<file path="src/sv/cnp_pkg.sv">
// Shared types and constants of the cpio newc archive parser.
`timescale 1ns / 1ps

package cnp_pkg;

    localparam int POSITION_BITS_DEFAULT = 32;
    localparam int HEADER_BYTES          = 110;
    localparam int OFF_BITS              = $clog2(HEADER_BYTES);
    localparam int SIZE_BITS             = 32;
    localparam int CNT_BITS              = 32;
    localparam int LEN_BITS              = 32;
    localparam int BYTE_BITS             = 8;
    localparam int KIND_BITS             = 3;
    localparam int VERDICT_BITS          = 3;
    localparam int TYPE_BITS             = 4;
    localparam int ALIGN_BITS            = 2;
    localparam int ALIGN_BYTES           = 4;
    localparam int HEX_DIGITS            = 8;
    localparam int TDATA_BITS            = 72;
    localparam int TUSER_BITS            = KIND_BITS + VERDICT_BITS;

    localparam int OFF_MODE  = 14;
    localparam int OFF_FSIZE = 54;
    localparam int OFF_NSIZE = 94;

    localparam int OFF_BOUND_END   = OFF_NSIZE + HEX_DIGITS;
    localparam int OFF_BOUND_NAME  = OFF_BOUND_END + 1;
    localparam int OFF_BOUND_ALIGN = OFF_BOUND_END + 2;
    localparam int OFF_BOUND_CHECK = OFF_BOUND_END + 3;

    localparam int TRAILER_LEN = 11;

    localparam logic [TYPE_BITS-1:0] TYPE_DIR = 4'h4;
    localparam logic [TYPE_BITS-1:0] TYPE_REG = 4'h8;

    localparam logic [KIND_BITS-1:0] EV_NAME      = 3'd0;
    localparam logic [KIND_BITS-1:0] EV_NAME_LAST = 3'd1;
    localparam logic [KIND_BITS-1:0] EV_DATA      = 3'd2;
    localparam logic [KIND_BITS-1:0] EV_DATA_LAST = 3'd3;
    localparam logic [KIND_BITS-1:0] EV_STOP      = 3'd4;

    localparam logic [VERDICT_BITS-1:0] VD_MKDIR     = 3'd0;
    localparam logic [VERDICT_BITS-1:0] VD_FILE      = 3'd1;
    localparam logic [VERDICT_BITS-1:0] VD_IGNORED   = 3'd2;
    localparam logic [VERDICT_BITS-1:0] VD_TRAILER   = 3'd3;
    localparam logic [VERDICT_BITS-1:0] VD_SHORT     = 3'd4;
    localparam logic [VERDICT_BITS-1:0] VD_NAME_OVER = 3'd5;

    typedef enum logic [5:0] {
        PH_HEADER   = 6'b000001,
        PH_NAME     = 6'b000010,
        PH_NAME_PAD = 6'b000100,
        PH_DATA     = 6'b001000,
        PH_DATA_PAD = 6'b010000,
        PH_STOPPED  = 6'b100000
    } cnp_phase_t;

    typedef struct packed {
        logic                restart;
        logic                step;
        logic [OFF_BITS-1:0] off;
    } cnp_hdr_ctl_t;

    typedef struct packed {
        logic overrun;
        logic fits;
    } cnp_bound_t;

    typedef struct packed {
        logic [SIZE_BITS-1:0]    entry_name_size;
        logic [SIZE_BITS-1:0]    entry_file_size;
        logic [VERDICT_BITS-1:0] verdict;
        logic [BYTE_BITS-1:0]    byte_out;
        logic [KIND_BITS-1:0]    event_kind;
    } cnp_result_t;

endpackage

</file>
<file path="src/sv/cnp_hex_field.sv">
// Hex digit accumulator and capture of the mode, file size and name size fields.
`timescale 1ns / 1ps

module cnp_hex_field
(
    input  logic                                       clk,
    input  logic                                       rst_n,
    input  cnp_pkg::cnp_hdr_ctl_t                      hdr_ctl,
    input  logic [cnp_pkg::BYTE_BITS-1:0]              byte_in,
    output logic [cnp_pkg::TYPE_BITS-1:0]              mode_type,
    output logic [cnp_pkg::SIZE_BITS-1:0]              file_size,
    output logic [cnp_pkg::SIZE_BITS-1:0]              name_size
);
    import cnp_pkg::*;

    logic [SIZE_BITS-1:0] acc_reg, acc_next;
    logic                 ended_reg, ended_next;
    logic [TYPE_BITS-1:0] mode_reg, mode_next;
    logic [SIZE_BITS-1:0] fsize_reg, fsize_next;
    logic [SIZE_BITS-1:0] nsize_reg, nsize_next;
    logic                 is_hex;
    logic [3:0]           digit;
    logic                 field_start;
    logic [SIZE_BITS-1:0] acc_base;
    logic                 ended_base;

    always_comb
    begin
        is_hex = 1'b1;
        digit  = 4'd0;
        if (byte_in >= "0" && byte_in <= "9")
        begin
            digit = 4'(byte_in - "0");
        end
        else if (byte_in >= "a" && byte_in <= "f")
        begin
            digit = 4'(byte_in - "a" + 8'd10);
        end
        else if (byte_in >= "A" && byte_in <= "F")
        begin
            digit = 4'(byte_in - "A" + 8'd10);
        end
        else
        begin
            is_hex = 1'b0;
        end
    end

    always_comb
    begin
        field_start = (hdr_ctl.off == OFF_BITS'(OFF_MODE)) ||
                      (hdr_ctl.off == OFF_BITS'(OFF_FSIZE)) ||
                      (hdr_ctl.off == OFF_BITS'(OFF_NSIZE));
        acc_base    = field_start ? '0 : acc_reg;
        ended_base  = field_start ? 1'b0 : ended_reg;
        acc_next    = acc_reg;
        ended_next  = ended_reg;
        mode_next   = mode_reg;
        fsize_next  = fsize_reg;
        nsize_next  = nsize_reg;
        if (hdr_ctl.step)
        begin
            acc_next   = acc_base;
            ended_next = ended_base;
            if (!ended_base)
            begin
                if (is_hex)
                begin
                    acc_next = {acc_base[SIZE_BITS-5:0], digit};
                end
                else
                begin
                    ended_next = 1'b1;
                end
            end
            if (hdr_ctl.off == OFF_BITS'(OFF_MODE + HEX_DIGITS - 1))
            begin
                mode_next = acc_next[15:12];
            end
            if (hdr_ctl.off == OFF_BITS'(OFF_FSIZE + HEX_DIGITS - 1))
            begin
                fsize_next = acc_next;
            end
            if (hdr_ctl.off == OFF_BITS'(OFF_NSIZE + HEX_DIGITS - 1))
            begin
                nsize_next = acc_next;
            end
        end
    end

    always_ff @(posedge clk or negedge rst_n)
    begin
        if (!rst_n)
        begin
            acc_reg   <= '0;
            ended_reg <= 1'b0;
            mode_reg  <= '0;
            fsize_reg <= '0;
            nsize_reg <= '0;
        end
        else if (hdr_ctl.restart)
        begin
            acc_reg   <= '0;
            ended_reg <= 1'b0;
            mode_reg  <= '0;
            fsize_reg <= '0;
            nsize_reg <= '0;
        end
        else
        begin
            acc_reg   <= acc_next;
            ended_reg <= ended_next;
            mode_reg  <= mode_next;
            fsize_reg <= fsize_next;
            nsize_reg <= nsize_next;
        end
    end

    assign mode_type = mode_reg;
    assign file_size = fsize_reg;
    assign name_size = nsize_reg;

endmodule

</file>
<file path="src/sv/cnp_bound_calc.sv">
// Name end and data end bounds, worked out over the last header bytes.
`timescale 1ns / 1ps

module cnp_bound_calc
#(
    parameter int POSITION_BITS = cnp_pkg::POSITION_BITS_DEFAULT
)
(
    input  logic                             clk,
    input  cnp_pkg::cnp_hdr_ctl_t            hdr_ctl,
    input  logic [POSITION_BITS-1:0]         position,
    input  logic [cnp_pkg::SIZE_BITS-1:0]    name_size,
    input  logic [cnp_pkg::SIZE_BITS-1:0]    file_size,
    input  logic [cnp_pkg::LEN_BITS-1:0]     archive_length,
    output cnp_pkg::cnp_bound_t              bound
);
    import cnp_pkg::*;

    localparam int LW = (POSITION_BITS > LEN_BITS) ? POSITION_BITS : LEN_BITS;
    localparam int EW = LW + 2;
    localparam logic [POSITION_BITS:0] END_STEP =
        (POSITION_BITS + 1)'(HEADER_BYTES - OFF_BOUND_END);
    localparam logic [EW-1:0] ALIGN_MASK = EW'(ALIGN_BYTES - 1);

    logic [POSITION_BITS-1:0] end_pos_reg;
    logic [EW-1:0]            name_end_reg;
    logic [EW-1:0]            aligned_reg;
    cnp_bound_t               bound_reg;
    logic [POSITION_BITS:0]   end_sum;
    logic [EW-1:0]            len_ext;
    logic [EW-1:0]            data_end;

    always_comb
    begin
        end_sum  = {1'b0, position} + END_STEP;
        len_ext  = EW'(archive_length);
        data_end = aligned_reg + EW'(file_size);
    end

    always_ff @(posedge clk)
    begin
        if (hdr_ctl.step && hdr_ctl.off == OFF_BITS'(OFF_BOUND_END))
        begin
            end_pos_reg <= end_sum[POSITION_BITS] ? '1 : end_sum[POSITION_BITS-1:0];
        end
        if (hdr_ctl.step && hdr_ctl.off == OFF_BITS'(OFF_BOUND_NAME))
        begin
            name_end_reg <= EW'(end_pos_reg) + EW'(name_size);
        end
        if (hdr_ctl.step && hdr_ctl.off == OFF_BITS'(OFF_BOUND_ALIGN))
        begin
            aligned_reg <= (name_end_reg + ALIGN_MASK) & ~ALIGN_MASK;
        end
        if (hdr_ctl.step && hdr_ctl.off == OFF_BITS'(OFF_BOUND_CHECK))
        begin
            bound_reg.overrun <= aligned_reg > len_ext;
            bound_reg.fits    <= data_end <= len_ext;
        end
    end

    assign bound = bound_reg;

endmodule

</file>
<file path="src/sv/cnp_engine.sv">
// Parse phase sequencer: position, counters, entry verdict and result building.
`timescale 1ns / 1ps

module cnp_engine
#(
    parameter int POSITION_BITS = cnp_pkg::POSITION_BITS_DEFAULT
)
(
    input  logic                             clk,
    input  logic                             rst_n,
    input  logic                             restart,
    input  logic                             proc,
    input  logic [cnp_pkg::BYTE_BITS-1:0]    byte_in,
    input  logic [cnp_pkg::LEN_BITS-1:0]     archive_length,
    input  logic [cnp_pkg::TYPE_BITS-1:0]    mode_type,
    input  logic [cnp_pkg::SIZE_BITS-1:0]    file_size,
    input  logic [cnp_pkg::SIZE_BITS-1:0]    name_size,
    input  cnp_pkg::cnp_bound_t              bound,
    output cnp_pkg::cnp_hdr_ctl_t            hdr_ctl,
    output logic [POSITION_BITS-1:0]         position,
    output logic                             res_valid,
    output cnp_pkg::cnp_result_t             res
);
    import cnp_pkg::*;

    localparam int LW = (POSITION_BITS > LEN_BITS) ? POSITION_BITS : LEN_BITS;
    localparam logic [POSITION_BITS-1:0] POS_MAX = '1;

    logic [POSITION_BITS-1:0] pos_reg, pos_next;
    cnp_phase_t               phase_reg, phase_next;
    logic [CNT_BITS-1:0]      cnt_reg, cnt_next;
    logic [VERDICT_BITS-1:0]  verdict_reg, verdict_next;
    logic                     root_pending_reg, root_pending_next;
    logic                     trailer_match_reg, trailer_match_next;
    logic                     emit_data_reg, emit_data_next;

    logic [POSITION_BITS-1:0] pos_inc;
    logic [ALIGN_BITS-1:0]    pad;
    logic [LW-1:0]            len_ext;
    logic [LW-1:0]            pos_ext;
    logic                     beyond;
    logic                     short_hdr;
    cnp_phase_t               data_done_phase, data_entry_phase, name_done_phase;
    logic [CNT_BITS-1:0]      data_done_cnt, data_entry_cnt, name_done_cnt;
    logic [3:0]               trailer_idx;
    logic                     name_match;
    logic [VERDICT_BITS-1:0]  hdr_verdict;

    function automatic logic [BYTE_BITS-1:0] trailer_char(input logic [3:0] idx);
        case (idx)
            4'd0:    return "T";
            4'd1:    return "R";
            4'd2:    return "A";
            4'd3:    return "I";
            4'd4:    return "L";
            4'd5:    return "E";
            4'd6:    return "R";
            4'd7:    return "!";
            4'd8:    return "!";
            4'd9:    return "!";
            default: return 8'h00;
        endcase
    endfunction

    always_comb
    begin
        pos_inc   = (pos_reg == POS_MAX) ? pos_reg : pos_reg + 1'b1;
        pad       = ALIGN_BITS'(2'd0 - pos_inc[ALIGN_BITS-1:0]);
        len_ext   = LW'(archive_length);
        pos_ext   = LW'(pos_reg);
        beyond    = pos_ext >= len_ext;
        short_hdr = (len_ext - pos_ext) < LW'(HEADER_BYTES);

        if (pad != '0)
        begin
            data_done_phase = PH_DATA_PAD;
            data_done_cnt   = CNT_BITS'(pad);
        end
        else
        begin
            data_done_phase = PH_HEADER;
            data_done_cnt   = '0;
        end
        if (file_size != '0)
        begin
            data_entry_phase = PH_DATA;
            data_entry_cnt   = file_size;
        end
        else
        begin
            data_entry_phase = data_done_phase;
            data_entry_cnt   = data_done_cnt;
        end
        if (pad != '0)
        begin
            name_done_phase = PH_NAME_PAD;
            name_done_cnt   = CNT_BITS'(pad);
        end
        else
        begin
            name_done_phase = data_entry_phase;
            name_done_cnt   = data_entry_cnt;
        end

        trailer_idx = 4'(TRAILER_LEN) - cnt_reg[3:0];
        name_match  = trailer_match_reg && (trailer_idx < 4'(TRAILER_LEN)) &&
                      (byte_in == trailer_char(trailer_idx));

        if (name_size == '0)
        begin
            hdr_verdict = VD_IGNORED;
        end
        else if (mode_type == TYPE_DIR)
        begin
            hdr_verdict = root_pending_reg ? VD_IGNORED : VD_MKDIR;
        end
        else if (mode_type == TYPE_REG)
        begin
            hdr_verdict = bound.fits ? VD_FILE : VD_IGNORED;
        end
        else
        begin
            hdr_verdict = VD_IGNORED;
        end
    end

    always_comb
    begin
        pos_next           = pos_reg;
        phase_next         = phase_reg;
        cnt_next           = cnt_reg;
        verdict_next       = verdict_reg;
        root_pending_next  = root_pending_reg;
        trailer_match_next = trailer_match_reg;
        emit_data_next     = emit_data_reg;
        hdr_ctl.restart    = restart;
        hdr_ctl.step       = 1'b0;
        hdr_ctl.off        = cnt_reg[OFF_BITS-1:0];
        res_valid          = 1'b0;
        res.event_kind     = EV_STOP;
        res.byte_out       = '0;
        res.verdict        = verdict_reg;
        res.entry_file_size = file_size;
        res.entry_name_size = name_size;

        if (proc && phase_reg != PH_STOPPED)
        begin
            if (beyond)
            begin
                phase_next          = PH_STOPPED;
                res_valid           = 1'b1;
                res.verdict         = VD_SHORT;
                res.entry_file_size = '0;
                res.entry_name_size = '0;
            end
            else
            begin
                unique case (phase_reg)
                    PH_HEADER:
                    begin
                        if (cnt_reg == '0 && short_hdr)
                        begin
                            phase_next          = PH_STOPPED;
                            res_valid           = 1'b1;
                            res.verdict         = VD_SHORT;
                            res.entry_file_size = '0;
                            res.entry_name_size = '0;
                        end
                        else
                        begin
                            hdr_ctl.step = 1'b1;
                            pos_next     = pos_inc;
                            cnt_next     = cnt_reg + 1'b1;
                            if (cnt_reg == CNT_BITS'(HEADER_BYTES - 1))
                            begin
                                if (bound.overrun)
                                begin
                                    phase_next  = PH_STOPPED;
                                    res_valid   = 1'b1;
                                    res.verdict = VD_NAME_OVER;
                                end
                                else
                                begin
                                    verdict_next       = hdr_verdict;
                                    emit_data_next     = hdr_verdict == VD_FILE;
                                    trailer_match_next =
                                        name_size == SIZE_BITS'(TRAILER_LEN);
                                    if (name_size == '0)
                                    begin
                                        phase_next = name_done_phase;
                                        cnt_next   = name_done_cnt;
                                    end
                                    else
                                    begin
                                        phase_next = PH_NAME;
                                        cnt_next   = name_size;
                                    end
                                end
                            end
                        end
                    end
                    PH_NAME:
                    begin
                        trailer_match_next = name_match;
                        pos_next           = pos_inc;
                        cnt_next           = cnt_reg - 1'b1;
                        res_valid          = 1'b1;
                        res.byte_out       = byte_in;
                        if (cnt_reg != CNT_BITS'(1))
                        begin
                            res.event_kind = EV_NAME;
                        end
                        else if (name_match)
                        begin
                            phase_next     = PH_STOPPED;
                            res.event_kind = EV_NAME_LAST;
                            res.verdict    = VD_TRAILER;
                        end
                        else
                        begin
                            if (mode_type == TYPE_DIR)
                            begin
                                root_pending_next = 1'b0;
                            end
                            res.event_kind = EV_NAME_LAST;
                            phase_next     = name_done_phase;
                            cnt_next       = name_done_cnt;
                        end
                    end
                    PH_NAME_PAD:
                    begin
                        pos_next = pos_inc;
                        cnt_next = cnt_reg - 1'b1;
                        if (cnt_reg == CNT_BITS'(1))
                        begin
                            phase_next = data_entry_phase;
                            cnt_next   = data_entry_cnt;
                        end
                    end
                    PH_DATA:
                    begin
                        pos_next = pos_inc;
                        cnt_next = cnt_reg - 1'b1;
                        if (emit_data_reg)
                        begin
                            res_valid      = 1'b1;
                            res.byte_out   = byte_in;
                            res.verdict    = VD_FILE;
                            res.event_kind = (cnt_reg == CNT_BITS'(1)) ? EV_DATA_LAST
                                                                       : EV_DATA;
                        end
                        if (cnt_reg == CNT_BITS'(1))
                        begin
                            phase_next = data_done_phase;
                            cnt_next   = data_done_cnt;
                        end
                    end
                    PH_DATA_PAD:
                    begin
                        pos_next = pos_inc;
                        cnt_next = cnt_reg - 1'b1;
                        if (cnt_reg == CNT_BITS'(1))
                        begin
                            phase_next = PH_HEADER;
                        end
                    end
                    default:
                    begin
                        phase_next = PH_STOPPED;
                    end
                endcase
            end
        end
    end

    always_ff @(posedge clk or negedge rst_n)
    begin
        if (!rst_n)
        begin
            pos_reg           <= '0;
            phase_reg         <= PH_HEADER;
            cnt_reg           <= '0;
            verdict_reg       <= VD_MKDIR;
            root_pending_reg  <= 1'b1;
            trailer_match_reg <= 1'b1;
            emit_data_reg     <= 1'b0;
        end
        else if (restart)
        begin
            pos_reg           <= '0;
            phase_reg         <= PH_HEADER;
            cnt_reg           <= '0;
            verdict_reg       <= VD_MKDIR;
            root_pending_reg  <= 1'b1;
            trailer_match_reg <= 1'b1;
            emit_data_reg     <= 1'b0;
        end
        else
        begin
            pos_reg           <= pos_next;
            phase_reg         <= phase_next;
            cnt_reg           <= cnt_next;
            verdict_reg       <= verdict_next;
            root_pending_reg  <= root_pending_next;
            trailer_match_reg <= trailer_match_next;
            emit_data_reg     <= emit_data_next;
        end
    end

    assign position = pos_reg;

endmodule

</file>
<file path="src/sv/cpio_newc_archive_parser.sv">
// Each byte is registered at the input, and its result is registered at the output.
// Throughput: one archive byte per cycle while the output is not stalled; one header, name, data or pad step per byte.
// Each byte updates the phase counter and position, and a header byte the field accumulator, in one pass.
// Reset (rst_n low, asynchronous) and a write of archive_length restart parsing
// at byte position zero; archive_length itself resets to zero.
`timescale 1ns / 1ps

module cpio_newc_archive_parser
#(
    parameter int POSITION_BITS = cnp_pkg::POSITION_BITS_DEFAULT
)
(
    input  logic                              clk,
    input  logic                              rst_n,
    input  logic                              cfg_valid,
    output logic                              cfg_ready,
    input  logic [cnp_pkg::LEN_BITS-1:0]      cfg_data,      // archive_length
    input  logic                              s_axis_tvalid,
    output logic                              s_axis_tready,
    input  logic [cnp_pkg::BYTE_BITS-1:0]     s_axis_tdata,  // archive_byte
    output logic                              m_axis_tvalid,
    input  logic                              m_axis_tready,
    // byte_out, entry_file_size, entry_name_size
    output logic [cnp_pkg::TDATA_BITS-1:0]    m_axis_tdata,
    // event_kind, verdict
    output logic [cnp_pkg::TUSER_BITS-1:0]    m_axis_tuser
);
    import cnp_pkg::*;

    logic [LEN_BITS-1:0]      len_reg;
    logic                     in_valid_reg;
    logic [BYTE_BITS-1:0]     in_byte_reg;
    logic                     out_valid_reg;
    cnp_result_t              out_res_reg;
    logic                     restart;
    logic                     out_free;
    logic                     proc;
    cnp_hdr_ctl_t             hdr_ctl;
    cnp_bound_t               bound;
    logic [POSITION_BITS-1:0] position;
    logic [TYPE_BITS-1:0]     mode_type;
    logic [SIZE_BITS-1:0]     file_size;
    logic [SIZE_BITS-1:0]     name_size;
    logic                     res_valid;
    cnp_result_t              res;

    assign cfg_ready     = 1'b1;
    assign restart       = cfg_valid && cfg_ready;
    assign out_free      = !out_valid_reg || m_axis_tready;
    assign proc          = in_valid_reg && out_free;
    assign s_axis_tready = !in_valid_reg || out_free;

    always_ff @(posedge clk or negedge rst_n)
    begin
        if (!rst_n)
        begin
            len_reg       <= '0;
            in_valid_reg  <= 1'b0;
            out_valid_reg <= 1'b0;
        end
        else
        begin
            if (restart)
            begin
                len_reg <= cfg_data;
            end
            if (s_axis_tready)
            begin
                in_valid_reg <= s_axis_tvalid;
            end
            if (out_free)
            begin
                out_valid_reg <= proc && res_valid;
            end
        end
    end

    always_ff @(posedge clk)
    begin
        if (s_axis_tvalid && s_axis_tready)
        begin
            in_byte_reg <= s_axis_tdata;
        end
        if (proc && res_valid)
        begin
            out_res_reg <= res;
        end
    end

    cnp_engine #(
        .POSITION_BITS(POSITION_BITS)
    ) u_engine (
        .clk           (clk),
        .rst_n         (rst_n),
        .restart       (restart),
        .proc          (proc),
        .byte_in       (in_byte_reg),
        .archive_length(len_reg),
        .mode_type     (mode_type),
        .file_size     (file_size),
        .name_size     (name_size),
        .bound         (bound),
        .hdr_ctl       (hdr_ctl),
        .position      (position),
        .res_valid     (res_valid),
        .res           (res)
    );

    cnp_hex_field u_hex_field (
        .clk      (clk),
        .rst_n    (rst_n),
        .hdr_ctl  (hdr_ctl),
        .byte_in  (in_byte_reg),
        .mode_type(mode_type),
        .file_size(file_size),
        .name_size(name_size)
    );

    cnp_bound_calc #(
        .POSITION_BITS(POSITION_BITS)
    ) u_bound_calc (
        .clk           (clk),
        .hdr_ctl       (hdr_ctl),
        .position      (position),
        .name_size     (name_size),
        .file_size     (file_size),
        .archive_length(len_reg),
        .bound         (bound)
    );

    assign m_axis_tvalid = out_valid_reg;
    assign m_axis_tdata  = {out_res_reg.entry_name_size, out_res_reg.entry_file_size,
                            out_res_reg.byte_out};
    assign m_axis_tuser  = {out_res_reg.verdict, out_res_reg.event_kind};

endmodule

</file>
<file path="config.mk">
export PLATFORM = sky130hd
export DESIGN_NAME = cpio_newc_archive_parser
export DESIGN_NICKNAME = d
export VERILOG_FILES = /design/src/sv/cnp_pkg.sv /design/src/sv/cnp_hex_field.sv /design/src/sv/cnp_bound_calc.sv /design/src/sv/cnp_engine.sv /design/src/sv/cpio_newc_archive_parser.sv
export SDC_FILE = /design/constraint.sdc
export NUM_CORES = 1
export LEC_CHECK = 0
export CORE_UTILIZATION = 45
export CTS_CLUSTER_DIAMETER = 200
export DETAILED_ROUTE_END_ITERATION = 8
export DONT_BUFFER_PORTS = 1
export SYNTH_ARGS = -nofsm -noshare
export SYNTH_HDL_FRONTEND = slang
export SYNTH_SLANG_ARGS = --single-unit
export TNS_END_PERCENT = 10
</file>
<file path="constraint.sdc">
create_clock -name clk -period 26.2 [get_ports clk]
set_input_delay 3.93 -clock clk [delete_from_list [all_inputs] [get_ports clk]]
set_output_delay 3.93 -clock clk [all_outputs]
set_load 0.01 [all_outputs]
</file>
# --- Yosys cells after proc, flatten, opt, wreduce, memory -nomap -nowiden ---
# Memory sizes are Yosys's and may differ from the RTL's.
# Cells that the tools add are included.
word_totals:
  memories: 1
  romBits: 112
  mem_bits_rw: 0
  inputBits: 45
  latch_bits: 0
  register_bits: 397
  wordCells: 260
memory_table:
  columns: ["name", "depth", "word_bits", "rd", "rd_clocked_by_memory_dff", "wr", "line_no", "rtl"]
  rows:
  - ["(name not given)", 16, 7, 1, 0, 0, "cnp_engine.sv:50", "case (idx)"]
classes:
  mul: 0
  n_div: 0
  n_shift: 0
  add_sub_neg: 15
  muxes: 121
  n_reduce_logical: 47
  magnitude_cmp: 11
  n_eq_ne: 38
  n_bitwise: 1
op_table:
  columns: ["cell", "count"]
  rows:
  - ["32-bit 2-to-1 mux", 29]
  - ["32-bit case mux with 5 select lines", 1]
  - ["64-bit 2-to-1 mux", 2]
  - ["6-bit 2-to-1 mux", 14]
  - ["78-bit 2-to-1 mux", 1]
  - ["67-bit 2-to-1 mux", 1]
  - ["32-bit by 1-bit adder with 32-bit output (second input constant)", 2]
  - ["32-bit zero test", 2]
  - ["32-bit case mux with 2 select lines", 1]
  - ["3-bit 2-to-1 mux", 15]
  - ["7-bit equality test (second input constant)", 6]
  - ["1-bit 2-to-1 mux", 40]
  - ["34-bit by 2-bit adder with 34-bit output (second input constant)", 1]
  - ["34-bit by 32-bit adder with 34-bit output", 1]
  - ["34-bit by 32-bit greater-than comparator with 1-bit output", 1]
  - ["34-bit by 32-bit less-or-equal comparator with 1-bit output", 1]
  - ["32-bit by 32-bit adder with 33-bit output", 1]
  - ["32-bit by 4-bit adder with 33-bit output (second input constant)", 1]
  - ["32-bit by 1-bit equality test with 1-bit output (second input constant)", 1]
  - ["32-bit equality test (second input constant)", 1]
  - ["32-bit by 4-bit equality test with 1-bit output (second input constant)", 1]
  - ["32-bit by 7-bit equality test with 1-bit output (second input constant)", 1]
  - ["32-bit greater-or-equal comparator", 1]
  - ["32-bit by 7-bit less-than comparator with 1-bit output (second input constant)", 1]
  - ["other kinds (54)", 107]

# --- Longest topological paths before layout ---
logic_depth:
  ltp_word: 15
  ltp_mapped: 23
  ltp_nobuf: 23

# --- By module ---
# Synthesis repeated with hierarchy kept, for this count alone.
hier_totals:
  hier_cells: 2912
  hier_area_um2: 27611.5
modules_own_cells:
  columns: ["module", "area_each_um2", "n_inst", "cells_each", "seq_area_each_um2"]
  rows:
  - ["cnp_engine", 10267.3, 1, 1444, 1880.6]
  - ["cnp_bound_calc", 8659.6, 1, 897, 2972.9]
  - ["cnp_hex_field", 4649.5, 1, 405, 2527.4]
  - ["cpio_newc_archive_parser", 4035.1, 1, 166, 3433.3]

# --- Least setup slack after synthesis ---
# OpenSTA, ideal clock, no wires.
synth_path:
  kind: "input-to-reg"
  startpoint: "input m_axis_tready"
  endpoint: "register out_res_reg (netlist bit m_axis_tdata[0]), enable pin"
  slack_ps: 15518
  cell_stages: 4
  n_path_buf: 0
  arrival_time_ps: 10040
  path_cell_list: "inv_1 > nand2_1 > nand3_1 > a221oi_1"
synth_via:
  elab_chain_len: 5
synth_rtl:
  columns: ["element", "line_no", "rtl"]
  rows:
  - ["start, declared", "cpio_newc_archive_parser.sv:22", "input logic m_axis_tready,"]
  - ["1-bit logical OR (*)", "cpio_newc_archive_parser.sv:49", "assign out_free = !out_valid_reg || m_axis_tready;"]
  - ["1-bit logical AND (*)", "cpio_newc_archive_parser.sv:50", "assign proc = in_valid_reg && out_free;"]
  - ["1-bit logical AND", "cnp_engine.sv:146", "if (proc && phase_reg != PH_STOPPED)"]
  - ["1-bit 2-to-1 mux", "cnp_engine.sv:146", null]
  - ["1-bit logical AND (*)", "cpio_newc_archive_parser.sv:84", "if (proc && res_valid)"]
  - ["end signal, assigned", "cpio_newc_archive_parser.sv:86", "out_res_reg <= res;"]
  - ["end, declared", "cpio_newc_archive_parser.sv:34", "cnp_result_t out_res_reg;"]
# Every way passes the cells marked *; elsewhere a longest branch is shown, timed or not.
# A chain may end at the register's enable or synchronous reset.

# --- Worst setup path in the final report ---
layout_path:
  startpoint: "input m_axis_tready"
  endpoint: "output s_axis_tready"
layout_via:
  elab_chain_len: 2
layout_rtl:
  columns: ["element", "line_no", "rtl"]
  rows:
  - ["1-bit logical OR", "cpio_newc_archive_parser.sv:49", null]
  - ["1-bit logical OR", "cpio_newc_archive_parser.sv:51", "assign s_axis_tready = !in_valid_reg || out_free;"]
  - ["end, declared", "cpio_newc_archive_parser.sv:19", "output logic s_axis_tready,"]
# Every way passes these cells.

==> flow_summary.yaml <==
outcome:
  status: "finished, final reports clean"
floorplan:
  start_util_pct: 45.6
  rows: 88
  die_area_mm2: 0.0595
  dieWidth_um: 244
  coreArea_mm2: 0.0578
  pin_count: 126
  die_h_um: 244
detailed_routing:
  routed_wl_um: 85900
  drcViolationCount: 0
  first_pass_iters: 5
  drt-wirelength-per-cell_um: 23.6
  vias: 22600
  antenna_left: 0
  vias_per_cell: 6.21
  dr.first_iter.drc_count: 2097
place:
  dp_hpwl_um: 62500
  port_buffers: 0
  dp_slack_ns: 18.09
  dp.cells: 3549
  postPlaceCellArea_mm2: 0.0270
  routabilityCongestion: 0.993
logic_synthesis:
  ys.flop_type: "dfrtp_1"
  synth_edf_count: 185
  netlist_instances: 2904
  ys_seq_elements: 395
  syn_avg_cell_area_um2: 9.08
  yosysSeqAreaShare_pct: 41.0
  synth_area_mm2: 0.0264
  ys_types: 85
  ys_async_sr_fraction_pct: 53.2
  synth_top_area_cell: "edfxtp_1"
  synth_top_area_share_pct: 21.1
  netlist_top_cells_area: "edfxtp_1 (21%), dfrtp_1 (20%), ha_1 (8.2%)"
  synth_warnings: 0
  syn_nets: 3124
grt:
  use_met2_pct: 47.0
  grt_pass1_wl_um: 132000
  busiest_layer: "met2"
  grt_usage_pct: 28.6
  antenna_found_initial: 1
  overflow: 0
  grt_use_met1_pct: 38.0
  grtUsageMet3_pct: 4.13
  grt_max_degree: 211
  grt_pass1_vias: 22100
timing:
  rsz0062_at_grt: "false"
  fin_tns_setup_ns: 0
  hold_viol: 0
  slew_headroom_pct: 6.83
  maxSlewViolCount: 0
  finClkSkew_ns: 0.0342
  fmax_ghz: 0.123
  worstMarginPinSlew_ns: 1.39
  finalSetupViolCount: 0
  period_needed_ns: 8.10
  period_share_pct: 30.9
  worst_slack_ns: 18.10
setup_path:
  worstPathRequired_ns: 22.27
  reg2reg_depth: 16
  rrSetupSlack_ns: 19.82
  path_depth: 2
  worstSetupStartpoint: "m_axis_tready"
  critical_path_class: "input port to output pin"
  reg2reg_to: "u_engine.position[15]$_DFFE_PN0P_"
  path_buf_inv: 1
  cp_max_fo: 3
  cp-end-kind: "output pin"
  crit_arrival_ns: 4.17
  timing.rr.start: "len_reg[0]$_DFFE_PN0P_"
  cpPeakStageDelay_ns: 0.17
  crit_family: "simple AND/OR/NAND/NOR gates"
  slowest_stage: "nand3_1"
  cp_cell_sequence: "inv_1 -> nand3_1"
  startpoint_type: "input port"
power:
  power.leakage_uw: 0.0115
  power_frac_seq_pct: 41.4
  power.share.switching_pct: 31.6
  powerDensity_mw_per_mm2: 60.6
  clockPowerShare_pct: 38.6
  p_comb_share_pct: 20.0
  p_sw_uw: 547
  p_int_uw: 1180
  ir_worst_vdd_v: 0.0000467
finish:
  nets: 3053
  largest_reg_flops: 72
  fin_cells: 3636
  fin_area_mm2: 0.0285
  antenna_cells: 0
  area_growth_pct: 8.30
  drive_above_1_share_pct: 5.12
clocking:
  cts_tree: "built"
  insertion_delay_ns: 0.61
  cts-resized-gates: 0
  cts.hold.buffers_added: 0
  cts.sinks: 395
  clockBufferDepth: 3
  cts_buffers: 47
  root_buffer: "clkbuf_16"
  h-tree-depth: 2
  post_cts_buffers: 0
  path_clk_slew_ns: 0.07
worst_hold_path:
  min_from: "u_engine.root_pending_reg$_DFFE_PN1P_"
  whs_path_depth: 2
  min_to: "u_engine.root_pending_reg$_DFFE_PN1P_"
  hp-class: "flip-flop to flip-flop"
flow_run:
  maxCapViolations: 0
logic make-up (layout without fill, tap and decap cells):
logic type	Yosys count	in the layout	share of synthesized area, %
muxes	49	49	1.92
DFF	395	395	41.0
adders and majority gates	175	175	8.39
and+or+nand+nor	1081	1081	20.9
buffers and inverters	276	243	4.00
AOI/OAI and AO/OA	725	725	17.1
other	1	1	0.0142
xor gates and xnor gates	202	202	6.71
cell usage after synthesis (69+ instances only):
master and instances:
nand2_1 265, o21ai_0 254, nor2_1 218, dfrtp_1 207
edfxtp_1 185, ha_1 172, a21oi_1 163, nand3_1 152
xnor2_1 143, inv_1 130, clkbuf_1 117, nor2b_1 99
a21o_1 69
per-stage QoR:
stage               utilization, %  total power [uW]  hold slack, ns
floorplan                        -               974           0.455
global placement              46.7              1060           0.494
detailed placement            46.7              1060           0.500
CTS                           49.4              1730           0.516
global route                  49.4              1800           0.565
finish                        49.4              1730           0.523
placed cells by master (no fill, tap or decap), types with 69 or more instances in the layout:
master    netlist  final
a21oi_1       163    163
xnor2_1       143    143
nand2_1       265    265
a21o_1         69     69
o21ai_0       254    253
ha_1          172    172
nor2b_1        99     99
nand3_1       152    151
edfxtp_1      185    185
dfrtp_1       207    207
inv_1         130    130
nor2_1        218    216
area by class of cell:
class	count	area, um2
Fill cell	5409	29300
Multi-Input combinational cell	2233	14600
Sequential cell	395	10800
Clock buffer	59	1270
Tap cell	765	957
Inverter	133	499
Clock inverter	28	275
Timing Repair Buffer	23	173
power groups by stage:
stage | clock network [uW] | logic, uW | registers, uW
detailed placement | 0 | 338 | 727
global route | 699 | 379 | 718
finish | 668 | 346 | 715
CTS | 678 | 340 | 715
floorplan | 0 | 261 | 713
global placement | 0 | 331 | 726
layer usage:
layer	part of all wire, %	up-vias
met2	47	884
li1	-	10400
met5	0	-
met1	43	11100
met3	6.5	182
met4	3.9	0
worst max path at each step:
stage / slack (ns) / endpoint
floorplan: 15.52 / m_axis_tdata[0]$_SDFFCE_PP0P_
global placement: 18.11 / s_axis_tready
detailed placement: 18.09 / s_axis_tready
CTS: 18.09 / s_axis_tready
global route: 18.06 / s_axis_tready
finish: 18.10 / s_axis_tready
Note: power is estimated with default switching activity, not from simulation.
